===== src/sv/rfp_pkg.sv =====
// Shared widths, constants, tables and types of the Robinson forward projection.
package rfp_pkg;

  localparam int FRAC_BITS = 16;
  localparam int T_BITS = 20;

  localparam int LAT_W = 25;
  localparam int LON_W = 26;
  localparam int CENTER_W = 25;
  localparam int RADIUS_W = 27;
  localparam int X_W = 32;
  localparam int Y_W = 29;
  localparam int CFG_INDEX_W = 2;
  localparam int CFG_DATA_W = 27;

  localparam logic [RADIUS_W-1:0] RADIUS_RESET = 27'd6378137;

  localparam int BAND_STAGES = 3;
  localparam int INTERP_STAGES = 5;
  localparam int SCALE_STAGES = 4;
  localparam int NUM_STAGES = BAND_STAGES + INTERP_STAGES + SCALE_STAGES;

  localparam int ABS_W = LAT_W;
  localparam int HI_W = ABS_W - FRAC_BITS;
  localparam int BAND_W = 6;
  localparam int LAST_BAND = 17;
  localparam int BAND_DIV = 5;
  localparam int BAND_D = BAND_DIV << FRAC_BITS;
  localparam int BAND_RECIP = 205;
  localparam int BAND_RECIP_SH = 10;
  localparam int BP_W = HI_W + 8;
  localparam int FNUM_W = FRAC_BITS + 3;

  localparam int M_W = FNUM_W + T_BITS - FRAC_BITS;
  localparam int T_ROUND = 2;
  localparam int RECIP5 = 6710887;
  localparam int RECIP5_W = 23;
  localparam int RECIP5_SH = 25;
  localparam int TP_W = M_W + RECIP5_W;
  localparam int T_W = T_BITS + 1;

  localparam int TAB_W = 18;
  localparam int DIFF_W = TAB_W + 1;
  localparam int D2_W = TAB_W + 2;
  localparam int P1_W = T_W + 1 + DIFF_W;
  localparam int Q_W = 2 * T_W + 1 + D2_W;
  localparam int NUM_W = 64;
  localparam int INTERP_T2_SH = 41;
  localparam int INTERP_RND_SH = 33;
  localparam int MAG_W = 27;
  localparam int NUM_TBL = 2;

  localparam int DLON_W = 27;
  localparam int DMAG_W = 26;
  localparam int KX_W = 26;
  localparam int KY_W = 33;
  localparam logic [KX_W-1:0] KX_Q32 = 26'd63619673;
  localparam logic [KY_W-1:0] KY_Q32 = 33'd5808084274;

  // x magnitude product is split into SPLIT-bit halves; PA_W equals 2*SPLIT
  localparam int SPLIT = 26;
  localparam int PA_W = DMAG_W + KX_W;
  localparam int PB_W = RADIUS_W + MAG_W;
  localparam int PPX_W = PB_W;
  localparam int PPY_W = PB_W - SPLIT + KY_W;
  localparam int X_SHIFT = FRAC_BITS + 56;
  localparam int Y_SHIFT = 56;
  localparam int XSUM_W = PA_W + PB_W + 1;
  localparam int XM_W = XSUM_W - X_SHIFT;
  localparam int YSUM_W = PB_W + KY_W + 1;
  localparam int YM_W = YSUM_W - Y_SHIFT;
  localparam int Y_SAT = 268435455;

  localparam int ROM_DEPTH = 20;
  localparam int ROM_IDX_W = 5;

  localparam logic signed [TAB_W-1:0] PDIST_ROM [ROM_DEPTH] = '{
    -18'sd4063, 18'sd0, 18'sd4063, 18'sd8126, 18'sd12190,
    18'sd16253, 18'sd20316, 18'sd24379, 18'sd28443, 18'sd32493,
    18'sd36510, 18'sd40475, 18'sd44361, 18'sd48143, 18'sd51793,
    18'sd55280, 18'sd58563, 18'sd61565, 18'sd63970, 18'sd65536
  };

  localparam logic signed [TAB_W-1:0] PLEN_ROM [ROM_DEPTH] = '{
    18'sd65444, 18'sd65536, 18'sd65444, 18'sd65235, 18'sd64881,
    18'sd64369, 18'sd63767, 18'sd62915, 18'sd61781, 18'sd60398,
    18'sd58733, 18'sd56879, 18'sd54723, 18'sd52337, 18'sd49788,
    18'sd47094, 18'sd44119, 18'sd40718, 18'sd37500, 18'sd34878
  };

  typedef enum logic [CFG_INDEX_W-1:0] {
    REG_CENTER_LONGITUDE  = 2'd0,
    REG_EQUATORIAL_RADIUS = 2'd1,
    REG_POSITIVE_WEST     = 2'd2
  } reg_index_t;

  typedef enum logic {
    TBL_PDIST = 1'b0,
    TBL_PLEN  = 1'b1
  } tbl_t;

  typedef struct packed {
    logic [DMAG_W-1:0] dlon_mag;
    logic              dlon_neg;
    logic              lat_neg;
    logic              beyond;
  } side_t;

  typedef struct packed {
    logic [MAG_W-1:0] mag;
    logic             neg;
  } q24_t;

  function automatic logic signed [TAB_W-1:0] rom_value(input tbl_t tbl,
                                                       input logic [BAND_W-1:0] idx);
    logic signed [TAB_W-1:0] val;
    val = '0;
    if (idx < BAND_W'(ROM_DEPTH)) begin
      case (tbl)
        TBL_PLEN:  val = PLEN_ROM[idx[ROM_IDX_W-1:0]];
        TBL_PDIST: val = PDIST_ROM[idx[ROM_IDX_W-1:0]];
        default:   val = '0;
      endcase
    end
    return val;
  endfunction

endpackage


===== src/sv/rfp_band.sv =====
// Latitude magnitude, 5-degree band, fraction and longitude offset stages.
module rfp_band import rfp_pkg::*; (
  input  logic                       clk,
  input  logic [BAND_STAGES-1:0]     en,
  input  logic signed [LAT_W-1:0]    latitude,
  input  logic signed [LON_W-1:0]    longitude,
  input  logic signed [CENTER_W-1:0] center_longitude,
  input  logic                       positive_west,
  output logic [T_W-1:0]             t,
  output logic [BAND_W-1:0]          band,
  output side_t                      side
);

  logic [ABS_W-1:0]         abs_c;
  logic signed [DLON_W-1:0] lon_x;
  logic signed [DLON_W-1:0] ctr_x;
  logic signed [DLON_W-1:0] dlon_c;
  logic [DMAG_W-1:0]        dmag_c;

  logic [ABS_W-1:0]  abs0;
  logic              lat_neg0;
  logic [DMAG_W-1:0] dmag0;
  logic              dneg0;

  logic [ABS_W-1:0]  am1;
  logic [HI_W-1:0]   hi;
  logic [BP_W-1:0]   bprod;
  logic [BAND_W-1:0] band_c;
  logic [FNUM_W-1:0] fnum_c;

  logic [BAND_W-1:0] band1;
  logic [FNUM_W-1:0] fnum1;
  side_t             side1;

  logic [M_W-1:0]  m_c;
  logic [TP_W-1:0] tprod;

  assign abs_c  = latitude[LAT_W-1] ? ABS_W'(-latitude) : ABS_W'(latitude);
  assign lon_x  = DLON_W'(longitude);
  assign ctr_x  = DLON_W'(center_longitude);
  assign dlon_c = positive_west ? (ctr_x - lon_x) : (lon_x - ctr_x);
  assign dmag_c = dlon_c[DLON_W-1] ? DMAG_W'(-dlon_c) : DMAG_W'(dlon_c);

  always_ff @(posedge clk) begin
    if (en[0]) begin
      abs0     <= abs_c;
      lat_neg0 <= latitude[LAT_W-1];
      dmag0    <= dmag_c;
      dneg0    <= dlon_c[DLON_W-1];
    end
  end

  // band = (a - 1) / D, with a zero latitude in band zero
  assign am1    = abs0 - ABS_W'(1);
  assign hi     = am1[ABS_W-1:FRAC_BITS];
  assign bprod  = BP_W'(hi) * BP_W'(BAND_RECIP);
  assign band_c = (abs0 == '0) ? '0 : BAND_W'(bprod >> BAND_RECIP_SH);
  assign fnum_c = FNUM_W'(abs0 - ABS_W'(band_c) * ABS_W'(BAND_D));

  always_ff @(posedge clk) begin
    if (en[1]) begin
      band1          <= band_c;
      fnum1          <= fnum_c;
      side1.dlon_mag <= dmag0;
      side1.dlon_neg <= dneg0;
      side1.lat_neg  <= lat_neg0;
      side1.beyond   <= band_c > BAND_W'(LAST_BAND);
    end
  end

  // t = round(fnum * 2^T_BITS / D) as a reciprocal multiply
  assign m_c   = (M_W'(fnum1) << (T_BITS - FRAC_BITS)) + M_W'(T_ROUND);
  assign tprod = TP_W'(m_c) * TP_W'(RECIP5);

  always_ff @(posedge clk) begin
    if (en[2]) begin
      t    <= T_W'(tprod >> RECIP5_SH);
      band <= band1;
      side <= side1;
    end
  end

endmodule


===== config.mk =====
export PLATFORM = sky130hd
export DESIGN_NAME = rfp_band
export DESIGN_NICKNAME = d
export VERILOG_FILES = /design/src/sv/rfp_pkg.sv /design/src/sv/rfp_band.sv
export SDC_FILE = /design/constraint.sdc
export NUM_CORES = 1
export LEC_CHECK = 0
export ABC_AREA = 1
export BUFFER_PORTS_ARGS = -buffer_cell sky130_fd_sc_hd__buf_2
export CAP_MARGIN = 20
export CORE_ASPECT_RATIO = 1.2
export CORE_UTILIZATION = 45
export DETAILED_ROUTE_END_ITERATION = 12
export SYNTH_ARGS = -nofsm -noshare
export SYNTH_HDL_FRONTEND = slang
export SYNTH_SLANG_ARGS = --single-unit

===== constraint.sdc =====
create_clock -name clk -period 11.7 [get_ports clk]
set_input_delay 2.34 -clock clk [delete_from_list [all_inputs] [get_ports clk]]
set_output_delay 2.34 -clock clk [all_outputs]
set_load 0.02 [all_outputs]

==> run metrics <==
H-Tree Level Count 4; vias in the first global route 16,100; YS warnings 0; die width 195 um; mux contribution to synthesized area 0%; Post-DP HPWL 46.5 mm; largest cells by area after synthesis edfxtp_1 (24%), fa_1 (18%), ha_1 (18%), inv_1 (11%), nand2_1 (10%); Synth top area share 24.2%; Synth Register Bits 163; wire length per cell 17.1 um; Die Span Y 234 um; Syn Area/Cell 8.43 um2; asr flop ratio synth 0%; hold path depth 0; Setup CP Type reg -> reg; Clock transition at path regs 0.08 ns; worst-skew pair later-pin latency 0.46 ns; Final min period 6.57 ns; first-pass GRT wire length 83.6 mm; layout cells sized above 1 9.98%; Post-CTS Hold Buffers 0; R2R depth 20; detailed-route vias per instance 5.00; Synth Net Count 2,950; Compound-Gate Fraction of Synth Area 4.94%; Max-slew headroom 37.5%; sequential area share after synthesis 24.2%; final worst-path setup slack 5.13 ns; xor/xnor share of the synthesized area 3.56%; setup TNS 0 ns; CP Max Fanout 5; Via Count 15,600; CP startpoint kind register; final hold viol count 0; most frequent cells in the layout inv_1 (572), nand2_1 (550), ha_1 (288); CTS Sinks 163; FMAX 152 MHz; initial antenna violation count 0; Max Clock Skew 0.0195 ns; combinational family with the most area after synthesis adder cells; Ports 137; Tcrit/Tclk final 56.2%; Final setup viols 0; drt pass-1 iters 5; status complete, no violations; Die Area 0.0457 mm2; Post-Synth Simple-Gate Area 19.7%; max_cap viols 0; clock buffer depth 2; Slew Viols, Final 0; crit path DAT 6.77 ns; CTS tree done; Storage cell area 0.00489 mm2; leading area contributor after synthesis edfxtp_1; mapped cell area 0.0202 mm2; Post-Synth Adder-Cell Area 36.3%; Multi-input gate area 0.0130 mm2; nets 3,096; Setup Buffers After CTS 0; Rows 84; final WL 53.4 mm; Place WS 5.21 ns; prevailing post-synth register cell edfxtp_1; filler cell count 4,229; Remaining Overflow, GRT 0; root buf cell clkbuf_16; Num CTS Buffers 17; unrepaired setup endpoints after global routing false; Worst Hold Class reg -> reg; commonest non-fill, non-tap cell in the layout inv_1; Critical Path RT 11.89 ns; worst slew pin tran 0.937 ns; Initial Utilization 45.9%; Final ANT Viol Nets 0; number of I/O port buffers 136; DRC Markers 0; Mapped Cells 2,395; count of cell types in the netlist 49; RePlAce Congestion 0.985; core box area 0.0440 mm2; largest net degree at the start of global routing 57; Resize count post-CTS 0; number of flops mapped to enable cells by yosys 163; crit path capture type register; DRT iter0 DRCs 624; GRT Total Usage 24.2%; Synth-to-Final Area Change 9.39%
[cells in the mapped netlist, drive strengths merged, types with 2 or more instances]
library cell,count
a211oi,8
ha,288
o21a,5
o211ai,5
nand3b,16
o21ai,52
nor3,18
o21bai,3
inv,584
edfxtp,163
nand4,38
a21o,2
buf,10
or2,5
nor3b,2
xor2,58
nor4,4
nand2,581
nor2,156
a31oi,2
clkbuf,2
xnor2,24
nand3,80
a21oi,92
o31ai,3
fa,186
[final timing paths]
check,start,endpoint,slack (ns)
hold / removal,dmag0[17]$_DFFE_PP_,side1[20]$_DFFE_PP_,0.41
setup reg to reg,fnum1[9]$_DFFE_PP_,t[7]$_DFFE_PP_,5.13
hold reg to reg,dmag0[17]$_DFFE_PP_,side1[20]$_DFFE_PP_,0.41
setup / recovery,fnum1[9]$_DFFE_PP_,t[7]$_DFFE_PP_,5.13
[metrics by stage]
step,util [%],hold WS (ns),instance area [um2],std cells
2_1_floorplan,-,0.400,20200,2395
3_3_place_gp,48.9,0.402,21500,3081
3_5_place_dp,48.9,0.405,21500,3081
4_1_cts,50.2,0.410,22100,3113
5_1_grt,50.2,0.414,22100,3113
6_report,50.2,0.406,22100,3114
[metal layers]
layer / track usage [%] / vias to the layer above / share of wire [%]
met3: 2.47 / 103 / 2.6
met4: 11.7 / 0 / 4.5
li1: - / 7768 / -
met1: 26.1 / 7389 / 39
met5: 0 / - / 0
met2: 46.9 / 322 / 53
[worst max-delay path, stage by stage, from the launching register on]
cell and delay, ns:
edfxtp_1 0.55, ha_1 0.41, inv_1 0.22, fa_1 0.59, inv_1 0.05, fa_1 0.50, inv_1 0.05, fa_1 0.49
fa_1 0.49, inv_1 0.05, fa_1 0.50, fa_1 0.48, ha_1 0.32, nand2_1 0.09, nor2_1 0.10, inv_1 0.07
nor3_1 0.38, a211oi_1 0.15, o31ai_1 0.48, a21oi_1 0.16, xnor2_1 0.16
[layout make-up]
class	instances	share of cell area, %
Clock inverter	14	0.651
Timing Repair Buffer	139	3.18
Multi-Input combinational cell	1635	58.9
Tap cell	559	3.17
Sequential cell	163	22.2
Inverter	585	9.94
Clock buffer	18	1.94
Antenna cell	1	0.0113
[registers in the layout (all words and copies together), names as in the netlist]
signal	cells
band	6
dmag0	26
t	21
side1	29
dneg0	1
fnum1	19
band1	6
abs0	25
side	29
lat_neg0	1
[logic make-up after synthesis]
logic type / after synthesis
compound gates: 178
xor+xnor: 82
fa+ha+maj: 474
buf+inv: 597
flops: 163
simple gates: 901
Power is not shown: default switching activity piles up to over one toggle a cycle in this logic, so the estimate is an artifact.
